**src/hw/rtl/tef_pkg.sv**
```systemverilog
// ----------------------------------------------------------------------------
// Touchpad event filter package
// Sizes, event codes, register indexes and shared control types.
// ----------------------------------------------------------------------------
package tef_pkg;

	localparam int SLOT_COUNT = 10;
	localparam int POS_BITS   = 16;
	localparam int FRAC_BITS  = 8;

	localparam int SLOT_W = (SLOT_COUNT > 1) ? $clog2(SLOT_COUNT) : 1;
	localparam int CNT_W  = $clog2(SLOT_COUNT + 1);
	localparam int SUM_W  = POS_BITS + CNT_W;
	localparam int DIV_W  = SUM_W;
	localparam int DVS_W  = (CNT_W > 4) ? CNT_W : 4;
	localparam int SM_W   = POS_BITS + FRAC_BITS;
	localparam int WT_W   = FRAC_BITS + 1;
	localparam int PROD_W = SM_W + WT_W;

	localparam logic [WT_W-1:0] ONE_Q   = WT_W'(1 << FRAC_BITS);
	localparam logic [WT_W-1:0] W_HEAVY = WT_W'((3 * (1 << FRAC_BITS) + 5) / 10);
	localparam logic [WT_W-1:0] W_MOD   = WT_W'((6 * (1 << FRAC_BITS) + 5) / 10);
	localparam logic [WT_W-1:0] W_LIGHT = WT_W'((85 * (1 << FRAC_BITS) + 50) / 100);

	// Wheel amount: floor(x / 10) as (x * 52429) >> 19, exact for x below 2^18.
	localparam int AMT_W        = POS_BITS + 2;
	localparam int RECIP_W      = 16;
	localparam int AMT_PROD_W   = AMT_W + RECIP_W;
	localparam int DIV10_SHIFT  = 19;
	localparam int AMT_Q_W      = AMT_PROD_W - DIV10_SHIFT;
	localparam logic [RECIP_W-1:0] DIV10_RECIP = 16'd52429;

	localparam int CFG_IDX_W  = 3;
	localparam int CFG_DATA_W = 8;
	localparam logic [CFG_IDX_W-1:0] CFG_PASSTHROUGH = 3'd0;
	localparam logic [CFG_IDX_W-1:0] CFG_CALIBRATION = 3'd1;
	localparam logic [CFG_IDX_W-1:0] CFG_DEADZONE    = 3'd2;
	localparam logic [CFG_IDX_W-1:0] CFG_SMALL_MOVE  = 3'd3;
	localparam logic [CFG_IDX_W-1:0] CFG_MEDIUM_MOVE = 3'd4;
	localparam logic [CFG_IDX_W-1:0] CFG_LIFT_JUMP   = 3'd5;
	localparam logic [CFG_IDX_W-1:0] CFG_SCROLL_MIN  = 3'd6;

	localparam logic [15:0] T_SYN = 16'd0;
	localparam logic [15:0] T_KEY = 16'd1;
	localparam logic [15:0] T_REL = 16'd2;
	localparam logic [15:0] T_ABS = 16'd3;
	localparam logic [15:0] T_MSC = 16'd4;

	localparam logic [15:0] C_REPORT    = 16'h0000;
	localparam logic [15:0] C_BTN_TOUCH = 16'h014A;
	localparam logic [15:0] C_REL_X     = 16'h0000;
	localparam logic [15:0] C_REL_Y     = 16'h0001;
	localparam logic [15:0] C_WHEEL     = 16'h0008;
	localparam logic [15:0] C_ABS_X     = 16'h0000;
	localparam logic [15:0] C_ABS_Y     = 16'h0001;
	localparam logic [15:0] C_MT_SLOT   = 16'h002F;
	localparam logic [15:0] C_MT_MAJOR  = 16'h0030;
	localparam logic [15:0] C_MT_MINOR  = 16'h0031;
	localparam logic [15:0] C_MT_PX     = 16'h0035;
	localparam logic [15:0] C_MT_PY     = 16'h0036;
	localparam logic [15:0] C_MT_TRACK  = 16'h0039;
	localparam logic [15:0] C_MT_PRESS  = 16'h003A;

	typedef struct packed {
		logic             start;
		logic [DIV_W-1:0] dividend;
		logic [DVS_W-1:0] divisor;
	} div_req_t;

	typedef struct packed {
		logic             done;
		logic [DIV_W-1:0] quotient;
	} div_rsp_t;

endpackage

```
**src/hw/rtl/tef_if.sv**
```systemverilog
// ----------------------------------------------------------------------------
// Touchpad event filter channels
// Valid/ready channels for incoming events and for filtered results.
// ----------------------------------------------------------------------------
interface tef_ev_if;
	logic               valid;
	logic               ready;
	logic [15:0]        ev_type;
	logic [15:0]        ev_code;
	logic signed [31:0] ev_value;

	modport source (output valid, output ev_type, output ev_code, output ev_value,
		input ready);
	modport sink (input valid, input ev_type, input ev_code, input ev_value,
		output ready);
endinterface

interface tef_res_if;
	logic               valid;
	logic               ready;
	logic [15:0]        out_type;
	logic [15:0]        out_code;
	logic signed [31:0] out_value;
	logic               out_last;

	modport source (output valid, output out_type, output out_code, output out_value,
		output out_last, input ready);
	modport sink (input valid, input out_type, input out_code, input out_value,
		input out_last, output ready);
endinterface

```
**src/hw/rtl/touchpad_event_filter.sv**
```systemverilog
// ----------------------------------------------------------------------------
// Touchpad event filter
// Filters touchpad input events: slot tracking, two-finger scroll to wheel
// events, one-finger deadzone, lift rejection and exponential smoothing.
// ----------------------------------------------------------------------------
//  channel | direction | payload                                   | handshake
//  ev      | in        | ev_type, ev_code, ev_value                | valid/ready
//  res     | out       | out_type, out_code, out_value, out_last   | valid/ready
//  cfg     | in        | cfg_index, cfg_data                       | cfg_we only
//
// A request that passes straight through goes from decode to emit. A first
// touch also passes the smoothing check, a smoothed position then takes two
// multiply steps and an update, and a two-finger Y update sweeps every slot
// and waits for the bit-serial divider. One result register sits on the output,
// so the next request is taken while a result waits. While a second result is
// due, the block waits for the output register to drain. arst_n clears all
// tracking state and loads the register defaults.
// ----------------------------------------------------------------------------
module touchpad_event_filter (
	input  logic                                clk,
	input  logic                                arst_n,
	tef_ev_if.sink                              ev,
	tef_res_if.source                           res,
	input  logic                                cfg_we,
	input  logic [tef_pkg::CFG_IDX_W-1:0]       cfg_index,
	input  logic [tef_pkg::CFG_DATA_W-1:0]      cfg_data
);
	import tef_pkg::*;

	typedef enum logic [3:0] {
		S_IDLE, S_DECODE, S_SUM, S_AVG_GO, S_AVG_WAIT, S_AMT_MUL, S_AMT_SET,
		S_SM_CHK, S_SM_MUL1, S_SM_MUL2, S_SM_UPD, S_EMIT, S_EMIT2
	} state_t;

	state_t state_q;

	// Configuration registers.
	logic       passthrough_q;
	logic       calibration_q;
	logic [7:0] deadzone_q;
	logic [7:0] small_move_q;
	logic [7:0] medium_move_q;
	logic [7:0] lift_jump_q;
	logic [7:0] scroll_min_q;

	// Latched request.
	logic [15:0]        type_q;
	logic [15:0]        code_q;
	logic signed [31:0] val_q;

	// Slot and finger tracking.
	logic [SLOT_COUNT-1:0] slot_busy_q;
	logic [POS_BITS-1:0]   slot_y_q [SLOT_COUNT];
	logic [SLOT_W-1:0]     cur_slot_q;
	logic [CNT_W-1:0]      finger_cnt_q;
	logic [CNT_W-1:0]      prior_cnt_q;
	logic [CNT_W-1:0]      settled_q;
	logic                  ref_valid_q;
	logic [POS_BITS-1:0]   ref_y_q;

	// Scroll sweep.
	logic [SLOT_W-1:0]   sweep_q;
	logic [SUM_W-1:0]    sum_q;
	logic [CNT_W-1:0]    busy_n_q;
	logic [POS_BITS-1:0] mag_q;
	logic                up_q;
	logic [AMT_Q_W-1:0]  amt_q;

	// Axis smoothing.
	logic [SM_W-1:0]           axis_sm_q   [2];
	logic [1:0]                axis_valid_q;
	logic [POS_BITS-1:0]       axis_last_q [2];
	logic signed [POS_BITS:0]  axis_prev_q [2];
	logic                      ax_q;
	logic [POS_BITS-1:0]       pos_q;
	logic [WT_W-1:0]           wt_q;
	logic signed [POS_BITS:0]  step_q;
	logic [PROD_W-1:0]         prod1_q;
	logic [PROD_W-1:0]         prod2_q;

	// Pending result; em_two_q appends a report sync event after it.
	logic [15:0] em_type_q;
	logic [15:0] em_code_q;
	logic [31:0] em_val_q;
	logic        em_two_q;

	// Output register.
	logic               res_valid_q;
	logic [15:0]        res_type_q;
	logic [15:0]        res_code_q;
	logic signed [31:0] res_val_q;
	logic               res_last_q;

	div_req_t div_req;
	div_rsp_t div_rsp;

	tef_div u_div (
		.clk    (clk),
		.arst_n (arst_n),
		.req    (div_req),
		.rsp    (div_rsp)
	);

	function automatic logic [POS_BITS-1:0] clamp_pos(input logic signed [31:0] v);
		if (v < 0)
			return '0;
		else if (v > 32'sd0 + ((1 << POS_BITS) - 1))
			return '1;
		else
			return v[POS_BITS-1:0];
	endfunction

	function automatic logic [SLOT_W-1:0] clamp_slot(input logic signed [31:0] v);
		if (v < 0)
			return '0;
		else if (v >= SLOT_COUNT)
			return SLOT_W'(SLOT_COUNT - 1);
		else
			return v[SLOT_W-1:0];
	endfunction

	function automatic logic is_mt(input logic [15:0] c);
		return c == C_MT_SLOT || c == C_MT_TRACK || c == C_MT_PX || c == C_MT_PY ||
			c == C_MT_MAJOR || c == C_MT_MINOR || c == C_MT_PRESS;
	endfunction

	logic out_free;
	logic ev_fire;
	assign out_free = !res_valid_q || res.ready;
	assign ev.ready = state_q == S_IDLE;
	assign ev_fire  = ev.valid && ev.ready;

	// Decode helpers for the latched request.
	logic [CNT_W-1:0] cnt_after_lift;
	logic             is_pos_code;
	logic [31:0]      cal_val;
	assign cnt_after_lift = slot_busy_q[cur_slot_q] ? finger_cnt_q - 1'b1 : finger_cnt_q;
	assign is_pos_code = code_q == C_ABS_X || code_q == C_ABS_Y || code_q == C_MT_PX ||
		code_q == C_MT_PY;
	assign cal_val = (val_q == -32'sd1) ? 32'd0 : 32'(val_q) + 32'd1;

	// Scroll arithmetic.
	logic signed [POS_BITS:0] avg_diff;
	logic [POS_BITS-1:0]      avg_new;
	logic [POS_BITS-1:0]      avg_mag;
	assign avg_new  = div_rsp.quotient[POS_BITS-1:0];
	assign avg_diff = $signed({1'b0, avg_new}) - $signed({1'b0, ref_y_q});
	assign avg_mag  = avg_diff[POS_BITS] ? POS_BITS'(-avg_diff) : avg_diff[POS_BITS-1:0];

	// Wheel amount (3*|d| + 5) / 10 by reciprocal multiplication.
	logic [AMT_W-1:0]      amt_num;
	logic [AMT_PROD_W-1:0] amt_prod;
	assign amt_num  = AMT_W'({mag_q, 1'b0}) + AMT_W'(mag_q) + AMT_W'(5);
	assign amt_prod = AMT_PROD_W'(amt_num) * AMT_PROD_W'(DIV10_RECIP);

	always_comb begin
		div_req.start    = state_q == S_AVG_GO && busy_n_q != '0;
		div_req.dividend = sum_q;
		div_req.divisor  = DVS_W'(busy_n_q);
	end

	// Smoothing step checks.
	logic signed [POS_BITS:0] sm_step;
	logic [POS_BITS-1:0]      sm_mag;
	logic [POS_BITS-1:0]      prev_mag;
	logic signed [POS_BITS:0] prev_step;
	assign sm_step   = $signed({1'b0, pos_q}) - $signed({1'b0, axis_last_q[ax_q]});
	assign sm_mag    = sm_step[POS_BITS] ? POS_BITS'(-sm_step) : sm_step[POS_BITS-1:0];
	assign prev_step = axis_prev_q[ax_q];
	assign prev_mag  = prev_step[POS_BITS] ? POS_BITS'(-prev_step) : prev_step[POS_BITS-1:0];

	// Shared multiplier: new-sample term, then old-average term.
	logic [WT_W-1:0]   mul_a;
	logic [SM_W-1:0]   mul_b;
	logic [PROD_W-1:0] mul_p;
	logic [PROD_W:0]   upd_sum;
	logic [SM_W-1:0]   sm_new;
	logic [SM_W:0]     sm_round;
	assign mul_a    = (state_q == S_SM_MUL1) ? wt_q : ONE_Q - wt_q;
	assign mul_b    = (state_q == S_SM_MUL1) ? {pos_q, {FRAC_BITS{1'b0}}} : axis_sm_q[ax_q];
	assign mul_p    = PROD_W'(mul_a) * PROD_W'(mul_b);
	assign upd_sum  = (PROD_W + 1)'(prod1_q) + (PROD_W + 1)'(prod2_q)
		+ (PROD_W + 1)'(ONE_Q >> 1);
	assign sm_new   = upd_sum[SM_W+FRAC_BITS-1:FRAC_BITS];
	assign sm_round = (SM_W + 1)'(sm_new) + (SM_W + 1)'(ONE_Q >> 1);

	// Configuration writes.
	always_ff @(posedge clk or negedge arst_n) begin
		if (!arst_n) begin
			passthrough_q <= 1'b1;
			calibration_q <= 1'b0;
			deadzone_q    <= 8'd2;
			small_move_q  <= 8'd10;
			medium_move_q <= 8'd25;
			lift_jump_q   <= 8'd15;
			scroll_min_q  <= 8'd3;
		end else if (cfg_we) begin
			case (cfg_index)
				CFG_PASSTHROUGH: passthrough_q <= cfg_data[0];
				CFG_CALIBRATION: calibration_q <= cfg_data[0];
				CFG_DEADZONE:    deadzone_q    <= cfg_data;
				CFG_SMALL_MOVE:  small_move_q  <= cfg_data;
				CFG_MEDIUM_MOVE: medium_move_q <= cfg_data;
				CFG_LIFT_JUMP:   lift_jump_q   <= cfg_data;
				CFG_SCROLL_MIN:  scroll_min_q  <= cfg_data;
				default: ;
			endcase
		end
	end

	// Sequencer with all tracking state and the output register.
	always_ff @(posedge clk or negedge arst_n) begin
		if (!arst_n) begin
			state_q      <= S_IDLE;
			slot_busy_q  <= '0;
			for (int i = 0; i < SLOT_COUNT; i++)
				slot_y_q[i] <= '0;
			cur_slot_q   <= '0;
			finger_cnt_q <= '0;
			prior_cnt_q  <= '0;
			settled_q    <= '0;
			ref_valid_q  <= 1'b0;
			ref_y_q      <= '0;
			axis_valid_q <= '0;
			for (int i = 0; i < 2; i++) begin
				axis_sm_q[i]   <= '0;
				axis_last_q[i] <= '0;
				axis_prev_q[i] <= '0;
			end
			res_valid_q  <= 1'b0;
		end else begin
			if (res_valid_q && res.ready)
				res_valid_q <= 1'b0;
			case (state_q)
				S_IDLE: begin
					if (ev_fire) begin
						type_q <= ev.ev_type;
						code_q <= ev.ev_code;
						val_q  <= ev.ev_value;
						// A report sync event settles the finger count even when paused.
						if (ev.ev_type == T_SYN && ev.ev_code == C_REPORT) begin
							if (finger_cnt_q != prior_cnt_q) begin
								ref_valid_q <= 1'b0;
								prior_cnt_q <= finger_cnt_q;
							end
							settled_q <= finger_cnt_q;
						end
						state_q <= S_DECODE;
					end
				end
				S_DECODE: begin
					em_type_q <= type_q;
					em_code_q <= code_q;
					em_val_q  <= 32'(val_q);
					em_two_q  <= 1'b0;
					state_q   <= S_EMIT;
					if (!passthrough_q) begin
						state_q <= S_IDLE;
					end else begin
						case (type_q)
							T_KEY: begin
								// Finger lift restarts the smoothing of both axes.
								if (val_q == 0 && code_q == C_BTN_TOUCH) begin
									axis_valid_q <= '0;
									for (int i = 0; i < 2; i++) begin
										axis_sm_q[i]   <= '0;
										axis_last_q[i] <= '0;
										axis_prev_q[i] <= '0;
									end
								end
							end
							T_REL: begin
								if (code_q != C_REL_X && code_q != C_REL_Y)
									state_q <= S_IDLE;
								else if (calibration_q)
									em_val_q <= cal_val;
							end
							T_ABS: begin
								if (code_q == C_MT_SLOT)
									cur_slot_q <= clamp_slot(val_q);
								if (code_q == C_MT_TRACK) begin
									if (val_q == -32'sd1) begin
										finger_cnt_q <= cnt_after_lift;
										slot_busy_q[cur_slot_q] <= 1'b0;
										if (cnt_after_lift == '0)
											ref_valid_q <= 1'b0;
									end else begin
										if (!slot_busy_q[cur_slot_q])
											finger_cnt_q <= finger_cnt_q + 1'b1;
										slot_busy_q[cur_slot_q] <= 1'b1;
									end
								end
								if (code_q == C_MT_PY)
									slot_y_q[cur_slot_q] <= clamp_pos(val_q);
								pos_q <= clamp_pos(val_q);
								ax_q  <= !(code_q == C_ABS_X || code_q == C_MT_PX);
								if (code_q == C_MT_PY && settled_q == CNT_W'(2)) begin
									sweep_q  <= '0;
									sum_q    <= '0;
									busy_n_q <= '0;
									state_q  <= S_SUM;
								end else if (settled_q >= CNT_W'(2)) begin
									if (is_mt(code_q))
										state_q <= S_IDLE;
								end else if (settled_q == CNT_W'(1) && is_pos_code) begin
									state_q <= S_SM_CHK;
								end
							end
							default: ;
						endcase
					end
				end
				S_SUM: begin
					if (slot_busy_q[sweep_q]) begin
						sum_q    <= sum_q + SUM_W'(slot_y_q[sweep_q]);
						busy_n_q <= busy_n_q + 1'b1;
					end
					sweep_q <= sweep_q + 1'b1;
					if (sweep_q == SLOT_W'(SLOT_COUNT - 1))
						state_q <= S_AVG_GO;
				end
				S_AVG_GO: begin
					state_q <= (busy_n_q == '0) ? S_IDLE : S_AVG_WAIT;
				end
				S_AVG_WAIT: begin
					if (div_rsp.done) begin
						ref_y_q     <= avg_new;
						ref_valid_q <= 1'b1;
						mag_q       <= avg_mag;
						up_q        <= !avg_diff[POS_BITS] && avg_diff != '0;
						if (ref_valid_q && avg_mag > POS_BITS'(scroll_min_q))
							state_q <= S_AMT_MUL;
						else
							state_q <= S_IDLE;
					end
				end
				S_AMT_MUL: begin
					amt_q   <= amt_prod[AMT_PROD_W-1:DIV10_SHIFT];
					state_q <= S_AMT_SET;
				end
				S_AMT_SET: begin
					em_type_q <= T_REL;
					em_code_q <= C_WHEEL;
					em_val_q  <= up_q ? -32'(amt_q) : 32'(amt_q);
					em_two_q  <= 1'b1;
					state_q   <= (amt_q == '0) ? S_IDLE : S_EMIT;
				end
				S_SM_CHK: begin
					em_type_q <= T_ABS;
					em_code_q <= code_q;
					em_two_q  <= 1'b0;
					step_q    <= sm_step;
					if (!axis_valid_q[ax_q]) begin
						// First touch seeds the average with the raw position.
						axis_valid_q[ax_q] <= 1'b1;
						axis_sm_q[ax_q]    <= {pos_q, {FRAC_BITS{1'b0}}};
						axis_last_q[ax_q]  <= pos_q;
						em_val_q           <= 32'(pos_q);
						state_q            <= S_EMIT;
					end else if (sm_mag < POS_BITS'(deadzone_q)) begin
						state_q <= S_IDLE;
					end else if (sm_mag > POS_BITS'(lift_jump_q) &&
							prev_mag < POS_BITS'(small_move_q)) begin
						state_q <= S_IDLE;
					end else begin
						if (sm_mag < POS_BITS'(small_move_q))
							wt_q <= W_HEAVY;
						else if (sm_mag < POS_BITS'(medium_move_q))
							wt_q <= W_MOD;
						else
							wt_q <= W_LIGHT;
						state_q <= S_SM_MUL1;
					end
				end
				S_SM_MUL1: begin
					prod1_q <= mul_p;
					state_q <= S_SM_MUL2;
				end
				S_SM_MUL2: begin
					prod2_q <= mul_p;
					state_q <= S_SM_UPD;
				end
				S_SM_UPD: begin
					axis_sm_q[ax_q]   <= sm_new;
					axis_last_q[ax_q] <= pos_q;
					axis_prev_q[ax_q] <= step_q;
					em_val_q          <= 32'(sm_round[SM_W:FRAC_BITS]);
					state_q           <= S_EMIT;
				end
				S_EMIT: begin
					if (out_free) begin
						res_valid_q <= 1'b1;
						res_type_q  <= em_type_q;
						res_code_q  <= em_code_q;
						res_val_q   <= em_val_q;
						res_last_q  <= !em_two_q;
						state_q     <= em_two_q ? S_EMIT2 : S_IDLE;
					end
				end
				S_EMIT2: begin
					if (out_free) begin
						res_valid_q <= 1'b1;
						res_type_q  <= T_SYN;
						res_code_q  <= C_REPORT;
						res_val_q   <= '0;
						res_last_q  <= 1'b1;
						state_q     <= S_IDLE;
					end
				end
				default: state_q <= S_IDLE;
			endcase
		end
	end

	assign res.valid     = res_valid_q;
	assign res.out_type  = res_type_q;
	assign res.out_code  = res_code_q;
	assign res.out_value = res_val_q;
	assign res.out_last  = res_last_q;
endmodule

```
**src/hw/rtl/tef_div.sv**
```systemverilog
// ----------------------------------------------------------------------------
// Touchpad event filter divider
// Restoring divider, one quotient bit per cycle, shared by all divisions.
// ----------------------------------------------------------------------------
module tef_div (
	input  logic              clk,
	input  logic              arst_n,
	input  tef_pkg::div_req_t req,
	output tef_pkg::div_rsp_t rsp
);
	import tef_pkg::*;

	localparam int STEP_W = $clog2(DIV_W);

	logic              busy_q;
	logic              done_q;
	logic [STEP_W-1:0] step_q;
	logic [DIV_W-1:0]  num_q;
	logic [DVS_W-1:0]  rem_q;
	logic [DVS_W-1:0]  dvs_q;
	logic [DVS_W:0]    trial;
	logic              fits;

	assign trial = {rem_q, num_q[DIV_W-1]};
	assign fits  = trial >= {1'b0, dvs_q};

	always_ff @(posedge clk or negedge arst_n) begin
		if (!arst_n) begin
			busy_q <= 1'b0;
			done_q <= 1'b0;
			step_q <= '0;
		end else begin
			done_q <= 1'b0;
			if (req.start) begin
				busy_q <= 1'b1;
				step_q <= STEP_W'(DIV_W - 1);
			end else if (busy_q) begin
				step_q <= step_q - 1'b1;
				if (step_q == '0) begin
					busy_q <= 1'b0;
					done_q <= 1'b1;
				end
			end
		end
	end

	always_ff @(posedge clk) begin
		if (req.start) begin
			num_q <= req.dividend;
			dvs_q <= req.divisor;
			rem_q <= '0;
		end else if (busy_q) begin
			num_q <= {num_q[DIV_W-2:0], fits};
			rem_q <= fits ? DVS_W'(trial - {1'b0, dvs_q}) : trial[DVS_W-1:0];
		end
	end

	assign rsp.done     = done_q;
	assign rsp.quotient = num_q;
endmodule

```
**src/flat_wrapper.sv**
```systemverilog
// flat-port wrapper written by rule: the top's interface ports become plain ports
module touchpad_event_filter_flat import tef_pkg::*;
  (clk, arst_n, cfg_we, cfg_index, cfg_data, ev_valid, ev_ev_type, ev_ev_code, ev_ev_value, ev_ready, res_valid, res_out_type, res_out_code, res_out_value, res_out_last, res_ready);
  tef_ev_if ev_i ();
  tef_res_if res_i ();
  input  logic clk;
  input  logic arst_n;
  input  logic cfg_we;
  input  logic [tef_pkg::CFG_IDX_W-1:0] cfg_index;
  input  logic [tef_pkg::CFG_DATA_W-1:0] cfg_data;
  input wire logic [$bits(ev_i.valid)-1:0] ev_valid;
  input wire logic [$bits(ev_i.ev_type)-1:0] ev_ev_type;
  input wire logic [$bits(ev_i.ev_code)-1:0] ev_ev_code;
  input wire logic [$bits(ev_i.ev_value)-1:0] ev_ev_value;
  output wire logic [$bits(ev_i.ready)-1:0] ev_ready;
  output wire logic [$bits(res_i.valid)-1:0] res_valid;
  output wire logic [$bits(res_i.out_type)-1:0] res_out_type;
  output wire logic [$bits(res_i.out_code)-1:0] res_out_code;
  output wire logic [$bits(res_i.out_value)-1:0] res_out_value;
  output wire logic [$bits(res_i.out_last)-1:0] res_out_last;
  input wire logic [$bits(res_i.ready)-1:0] res_ready;
  assign ev_i.valid = ev_valid;
  assign ev_i.ev_type = ev_ev_type;
  assign ev_i.ev_code = ev_ev_code;
  assign ev_i.ev_value = ev_ev_value;
  assign ev_ready = ev_i.ready;
  assign res_valid = res_i.valid;
  assign res_out_type = res_i.out_type;
  assign res_out_code = res_i.out_code;
  assign res_out_value = res_i.out_value;
  assign res_out_last = res_i.out_last;
  assign res_i.ready = res_ready;
  touchpad_event_filter u_core (.clk(clk), .arst_n(arst_n), .ev(ev_i), .res(res_i), .cfg_we(cfg_we), .cfg_index(cfg_index), .cfg_data(cfg_data));
endmodule
```
**config.mk**
```make
export PLATFORM = sky130hd
export DESIGN_NAME = touchpad_event_filter_flat
export DESIGN_NICKNAME = d
export VERILOG_FILES = /design/src/hw/rtl/tef_pkg.sv /design/src/hw/rtl/tef_if.sv /design/src/hw/rtl/touchpad_event_filter.sv /design/src/hw/rtl/tef_div.sv /design/src/flat_wrapper.sv
export SDC_FILE = /design/constraint.sdc
export NUM_CORES = 2
export LEC_CHECK = 0
export ABC_AREA = 1
export ABC_CLOCK_PERIOD_IN_PS = 17300
export BUFFER_PORTS_ARGS = -buffer_cell sky130_fd_sc_hd__buf_2
export CORE_ASPECT_RATIO = 0.8
export CORE_MARGIN = 1
export CORE_UTILIZATION = 25
export CTS_BUF_LIST = sky130_fd_sc_hd__clkbuf_4
export CTS_CLUSTER_DIAMETER = 100
export DETAILED_ROUTE_END_ITERATION = 16
export HOLD_SLACK_MARGIN = 0.03
export PLACE_DENSITY_LB_ADDON = 0.05
export SLEW_MARGIN = 20
export SYNTH_ARGS = -nofsm -noshare
export SYNTH_HDL_FRONTEND = slang
export SYNTH_SLANG_ARGS = --single-unit
```
**constraint.sdc**
```tcl
create_clock -name clk -period 17.3 [get_ports clk]
set_input_delay 1.73 -clock clk [delete_from_list [all_inputs] [get_ports clk]]
set_output_delay 1.73 -clock clk [all_outputs]
set_load 0.02 [all_outputs]
```
== After elaboration in Yosys (flattened, before gate mapping) ==
Cells that the tools add are included.

* Output and inout bits: 67
* Input bits: 80
* Bits in registers: 762
* Logic and storage cells: 405

* Multiplexer cells: 149
* $mul: 2
* Bitwise logic cells: 9
* Add/subtract/negate cells: 20
* Magnitude comparators: 21
* Equal/unequal tests: 54
* Reduce and logical (&&, ||, !) cells: 88

{| class="wikitable"
|+ Operator list
! cell !! number
|-
| $mux W32 || 13
|-
| $mux W16 || 19
|-
| $mux W48 || 4
|-
| $bwmux W160 || 1
|-
| $pmux W48 S3 || 1
|-
| $pmux W32 S4 || 1
|-
| $mux W20 || 6
|-
| $mux W24 || 5
|-
| $eq A16 B6 Y1 const B || 7
|-
| $mux W4 || 26
|-
| $mux W34 || 3
|-
| $bwmux W48 || 2
|-
| $pmux W16 S2 || 3
|-
| $pmux W32 S3 || 1
|-
| $mux W17 || 4
|-
| $pmux W34 S2 || 1
|-
| $bmux W16 S4 || 1
|-
| $demux W16 S4 || 1
|-
| $lt A16 B8 Y1 || 4
|-
| $pmux W32 S2 || 1
|-
| $pmux W4 S13 || 1
|-
| $logic_not A16 Y1 || 3
|-
| $neg A16 Y16 || 3
|-
| $pmux W16 S3 || 1
|-
| 92 further kinds || 231
|}

== Depth between registers and ports, before layout ==
* Depth after elaboration: 13
* Gate-level depth with buffers: 40

== By module ==
Synthesis repeated with hierarchy kept, for this count alone.

* Cell total of the unflattened synthesis: 6057
* Area total of the unflattened synthesis: 51869.7 sq um

{| class="wikitable"
|+ Modules (own cells, without submodules)
! module !! times used !! area an instance (sq um) !! cells an instance
|-
| touchpad_event_filter || 1 || 50254.4 || 5885
|-
| tef_div || 1 || 1615.3 || 172
|}

== Least setup slack after synthesis ==
No wires, ideal clock.

* Path kind: reg2reg
* Start: register u_core.mag_q[1]
* End: register u_core.amt_q[10] (data pin)
* Period minus slack after synthesis: 7.065 ns
* Path buffers: 0
* Data arrival time: 6.935 ns
* Setup time: 0.130 ns
* Cell stages (with the launch flop): 37
* Path slack: 10.235 ns
* Cells stage by stage: edfxtp_1 -> inv_1 -> ha_1 -> fa_1 -> inv_1 -> nand3_1 -> nand2_1 -> nand2_1 -> nand2_1 -> a21oi_1 -> o21ai_0 -> nand2_1 -> nand2_1 -> a21oi_1 -> o21ai_0 -> nor2_1 -> nor2_1 -> ha_1 -> ha_1 -> fa_1 -> fa_1 -> fa_1 -> inv_1 -> fa_1 -> inv_1 -> ha_1 -> nand2_1 -> nor2_1 -> nand2_1 -> o21ai_0 -> a21boi_0 -> o21ai_0 -> nand2_1 -> inv_1 -> nor2_1 -> or2_2 -> nand2_1

* Cells in the longest elaborated chain, start to end: 3

{| class="wikitable"
|+ Ends and longest elaborated chain
! what !! RTL line !! source
|-
| from (decl) || touchpad_event_filter.sv:65 || <nowiki>logic [POS_BITS-1:0] mag_q;</nowiki>
|-
| from (signal assigned) || touchpad_event_filter.sv:329 || <nowiki>mag_q <= avg_mag;</nowiki>
|-
| $add A17 B16 Y18 || touchpad_event_filter.sv:153 || <nowiki>assign amt_num = AMT_W'({mag_q, 1'b0}) + AMT_W'(mag_q) + AMT_W'(5);</nowiki>
|-
| $add A18 B3 Y18 || touchpad_event_filter.sv:153 ||
|-
| $mul A18 B16 Y34 || touchpad_event_filter.sv:154 || <nowiki>assign amt_prod = AMT_PROD_W'(amt_num) * AMT_PROD_W'(DIV10_RECIP);</nowiki>
|-
| net u_core.amt_prod[29] || touchpad_event_filter.sv:152 || <nowiki>logic [AMT_PROD_W-1:0] amt_prod;</nowiki>
|-
| to (signal assigned) || touchpad_event_filter.sv:338 || <nowiki>amt_q <= amt_prod[AMT_PROD_W-1:DIV10_SHIFT];</nowiki>
|-
| to (decl) || touchpad_event_filter.sv:67 || <nowiki>logic [AMT_Q_W-1:0] amt_q;</nowiki>
|}

The timed path passes the listed nets, and every way through them passes these cells.
A chain may end at the register's enable or synchronous reset.

== Final worst setup path ==
* Start: register u_core.mag_q[2]
* End: register u_core.amt_q[10] (data pin)

Same word-level chain as after synthesis.

==> qor.yml <==
outcome:
  status: "completed"
power:
  switching_power_mw: 4.729
  power_mw: 9.686
  clkPwrFrac_pct: 17.6
  intPower_mw: 4.957
  p_seq_share_pct: 27.1
  power_leakage_nw: 27.95
  switching_share_pct: 48.82
  pwr_density_cell_nw_per_um2: 163.3
  pwr-share-comb_pct: 55.3
  ir_worst_vdd_mv: 0.2072
global_routing:
  grt_pass1_vias: 43484
  overflow: 0
  grt_pass1_wl_microns: 278200
  antenna_found_initial: 22
  grt_max_degree: 127
  grt_use_total_pct: 17.44
yosys:
  synth_warnings: 0
  synthFlopType: "edfxtp_1"
  synth_edf_count: 379
  ys_ff_latch: 756
  synth_area_sq_um: 52400
  synthTopCellsByArea: "edfxtp_1 (22%), dfrtp_1 (17%), ha_1 (9.8%)"
  synth_cells: 6172
  ys_async_sr_fraction_pct: 49.34
  syn-num-nets: 6884
  avgSynthCellArea_sq_um: 8.490
  synth_cell_types: 74
  synth.top_cell.area_share_pct: 21.72
  ys_seq_area_share_pct: 39.71
  yosysTopAreaCell: "edfxtp_1"
  netlist_top_cells_count: "nand2_1 (1201), inv_1 (1050), o21ai_0 (591)"
  yosysMostFrequentCell: "nand2_1"
routing:
  top_layer_used: "met5"
  drt-total-wl_microns: 182500
  wl_met2_microns: 74990
  drt_iter0_drc: 2929
  ant_nets: 0
  vias: 42658
  drt_first_pass_iters: 5
  avgViaCountPerCell: 4.541
  wl_met1_microns: 93960
  wire_per_inst_microns: 19.43
  drc: 0
  route.met3.wl_microns: 10320
worst_setup_path:
  crit_path_top_delay_cell: "fa_1"
  crit_path_max_incr_delay_ns: 0.54
  cpMostUsedCell: "nand2_1"
  arrival_ns: 9.58
  startpoint_type: "flip-flop"
  endpoint_kind: "flip-flop"
  required_ns: 18.38
  critPathKind: "flip-flop to flip-flop"
  cp_max_fo: 5
timing:
  setup_viol: 0
  fmax_mhz: 117.7
  slew_viol_final: 0
  fin_setup_tns_ns: 0
  slew_headroom_pct: 24.59
  clock_skew_ns: 0.1381
  fin_crit_sh_pct: 49.13
  final-hold-violation-count: 0
  finalWorstSetupSlack_ns: 8.800
  worst_pin_slew_ns: 1.123
  period_minus_slack_ns: 8.500
  rsz0062_at_grt: "false"
clock_tree:
  clk_path_buf_depth: 3
  numCtsBuffers: 224
  cts_root_buffer: "clkbuf_4"
  clk_pin_slew_ns: 0.07
  cts_setup_buffers: 0
  insertion_delay_ns: 1.30
  cts_hold_buf: 0
  cts.repair.resized: 0
  clock_sinks: 756
  cts_tree: "yes"
  h-tree-depth: 4
floorplan:
  die_h_microns: 411.5
  core_sq_um: 207100
  die-area_sq_um: 211500
  num_rows: 149
  io_pins: 147
  die_w_microns: 513.9
  start_util_pct: 25.30
placed_design:
  dp_worst_setup_slack_ns: 8.970
  place.gp.congestion: 0.8367
  io_buffers: 146
  dp.cells: 9008
  dp_hpwl_microns: 138100
flow_run:
  max_cap_viol_count: 0
cells_and_area:
  n_fill_cell: 22545
  final_cells: 9393
  final_core_util_pct: 28.64
  drive_above_1_share_pct: 10.43
  syn2layout_area_growth_pct: 13.21
  fin_nets: 7153
worst_hold_path:
  hold_class: "input pin to async pin"
## metal layers
layer	GRT usage (%)	vias up
met5	0	-
met3	3.395	236
li1	-	20919
met1	26.27	20547
met2	25.36	938
met4	3.765	18
## cell families after synthesis
family          Yosys count  share of synthesized area (%)
compound gates         1161                          12.52
xor+xnor                148                          2.588
fa+ha+maj               632                          18.26
buf+inv                1249                          9.066
flops                   756                          39.71
mux                      11                         0.2125
simple gates           2215                          17.65
## metrics by stage
stage / instance area [sq um] / hold WS, ns
2_1_floorplan: 52400 / 0.4286
3_3_place_gp: 56580 / 0.4590
3_5_place_dp: 56600 / 0.4568
4_1_cts: 59280 / 0.2378
5_1_grt: 59320 / 0.2153
6_report: 59320 / 0.3899
## power groups by stage
| stage | registers [mW] | logic (mW) | clock network, mW |
|---|---|---|---|
| final | 2.63 | 5.35 | 1.71 |
| after global routing | 2.66 | 6.10 | 1.90 |
| after CTS | 2.63 | 5.46 | 1.81 |
| after detailed placement | 2.66 | 5.42 | 0 |
| after global placement | 2.66 | 5.43 | 0 |
| after floorplan | 2.61 | 3.62 | 0 |
## flip-flops by register name, summed over array words and instances, names as in the netlist, 32 cells and up, named ones only
register	flops
u_core.em_val_q	32
u_core.prod1_q	32
u_core.axis_sm_q	48
u_core.prod2_q	32
u_core.slot_y_q	160
u_core.val_q	32
u_core.res.out_value	32
u_core.axis_prev_q	34
u_core.axis_last_q	32
## cell usage in the layout, fill, tap and decap left out, drive strengths merged, types with 47 or more instances in the layout
cell,Yosys,routed
a21oi,244,244
buf,35,221
clkbuf,143,317
clkinv,7,51
dfrtp,360,360
edfxtp,379,379
fa,221,221
ha,411,411
inv,1064,1070
nand2,1214,1214
nand3,205,205
nand4,63,63
nor2,612,612
nor3,49,49
o21ai,627,627
o221ai,61,61
o22ai,72,72
xnor2,47,47
xor2,101,101
## final cells by class
cell class	instances	area [sq um]	area share, %
Multi-Input combinational cell	4167	26940	45.40
Clock buffer	317	2380	4.011
Tap cell	2793	3495	5.891
Antenna cell	15	37.54	0.06327
Clock inverter	53	307.8	0.5188
Sequential cell	756	20810	35.08
Timing Repair Buffer	221	1336	2.252
Inverter	1071	4021	6.779
## worst max-delay path: cells and delay by family (launching register included)
kind                     cells  cell delay (ns)
adder cells (fa/ha/maj)      9             3.84
buffers and inverters        5             0.32
flip-flops                   1             0.44
AND/OR/NAND/NOR             15             1.78
AO/OA/AOI/OAI                7             1.90
## path summary, 6_finish.rpt
check / start / endpoint / slack (ns) / depth (start not counted)
setup reg to reg: u_core.mag_q[2] / u_core.amt_q[10] / 8.80 / 36
hold reg to reg: u_core.u_div.rem_q[3] / u_core.u_div.rem_q[3] / 0.47 / 2
min in group clk: u_core.u_div.rem_q[3] / u_core.u_div.rem_q[3] / 0.47 / 2
max in group asynchronous: arst_n / u_core.slot_y_q[150] / 14.22 / 4
hold / removal: arst_n / u_core.axis_sm_q[32] / 0.39 / 1
setup / recovery: u_core.mag_q[2] / u_core.amt_q[10] / 8.80 / 36
(Power assumes the default switching activity.)
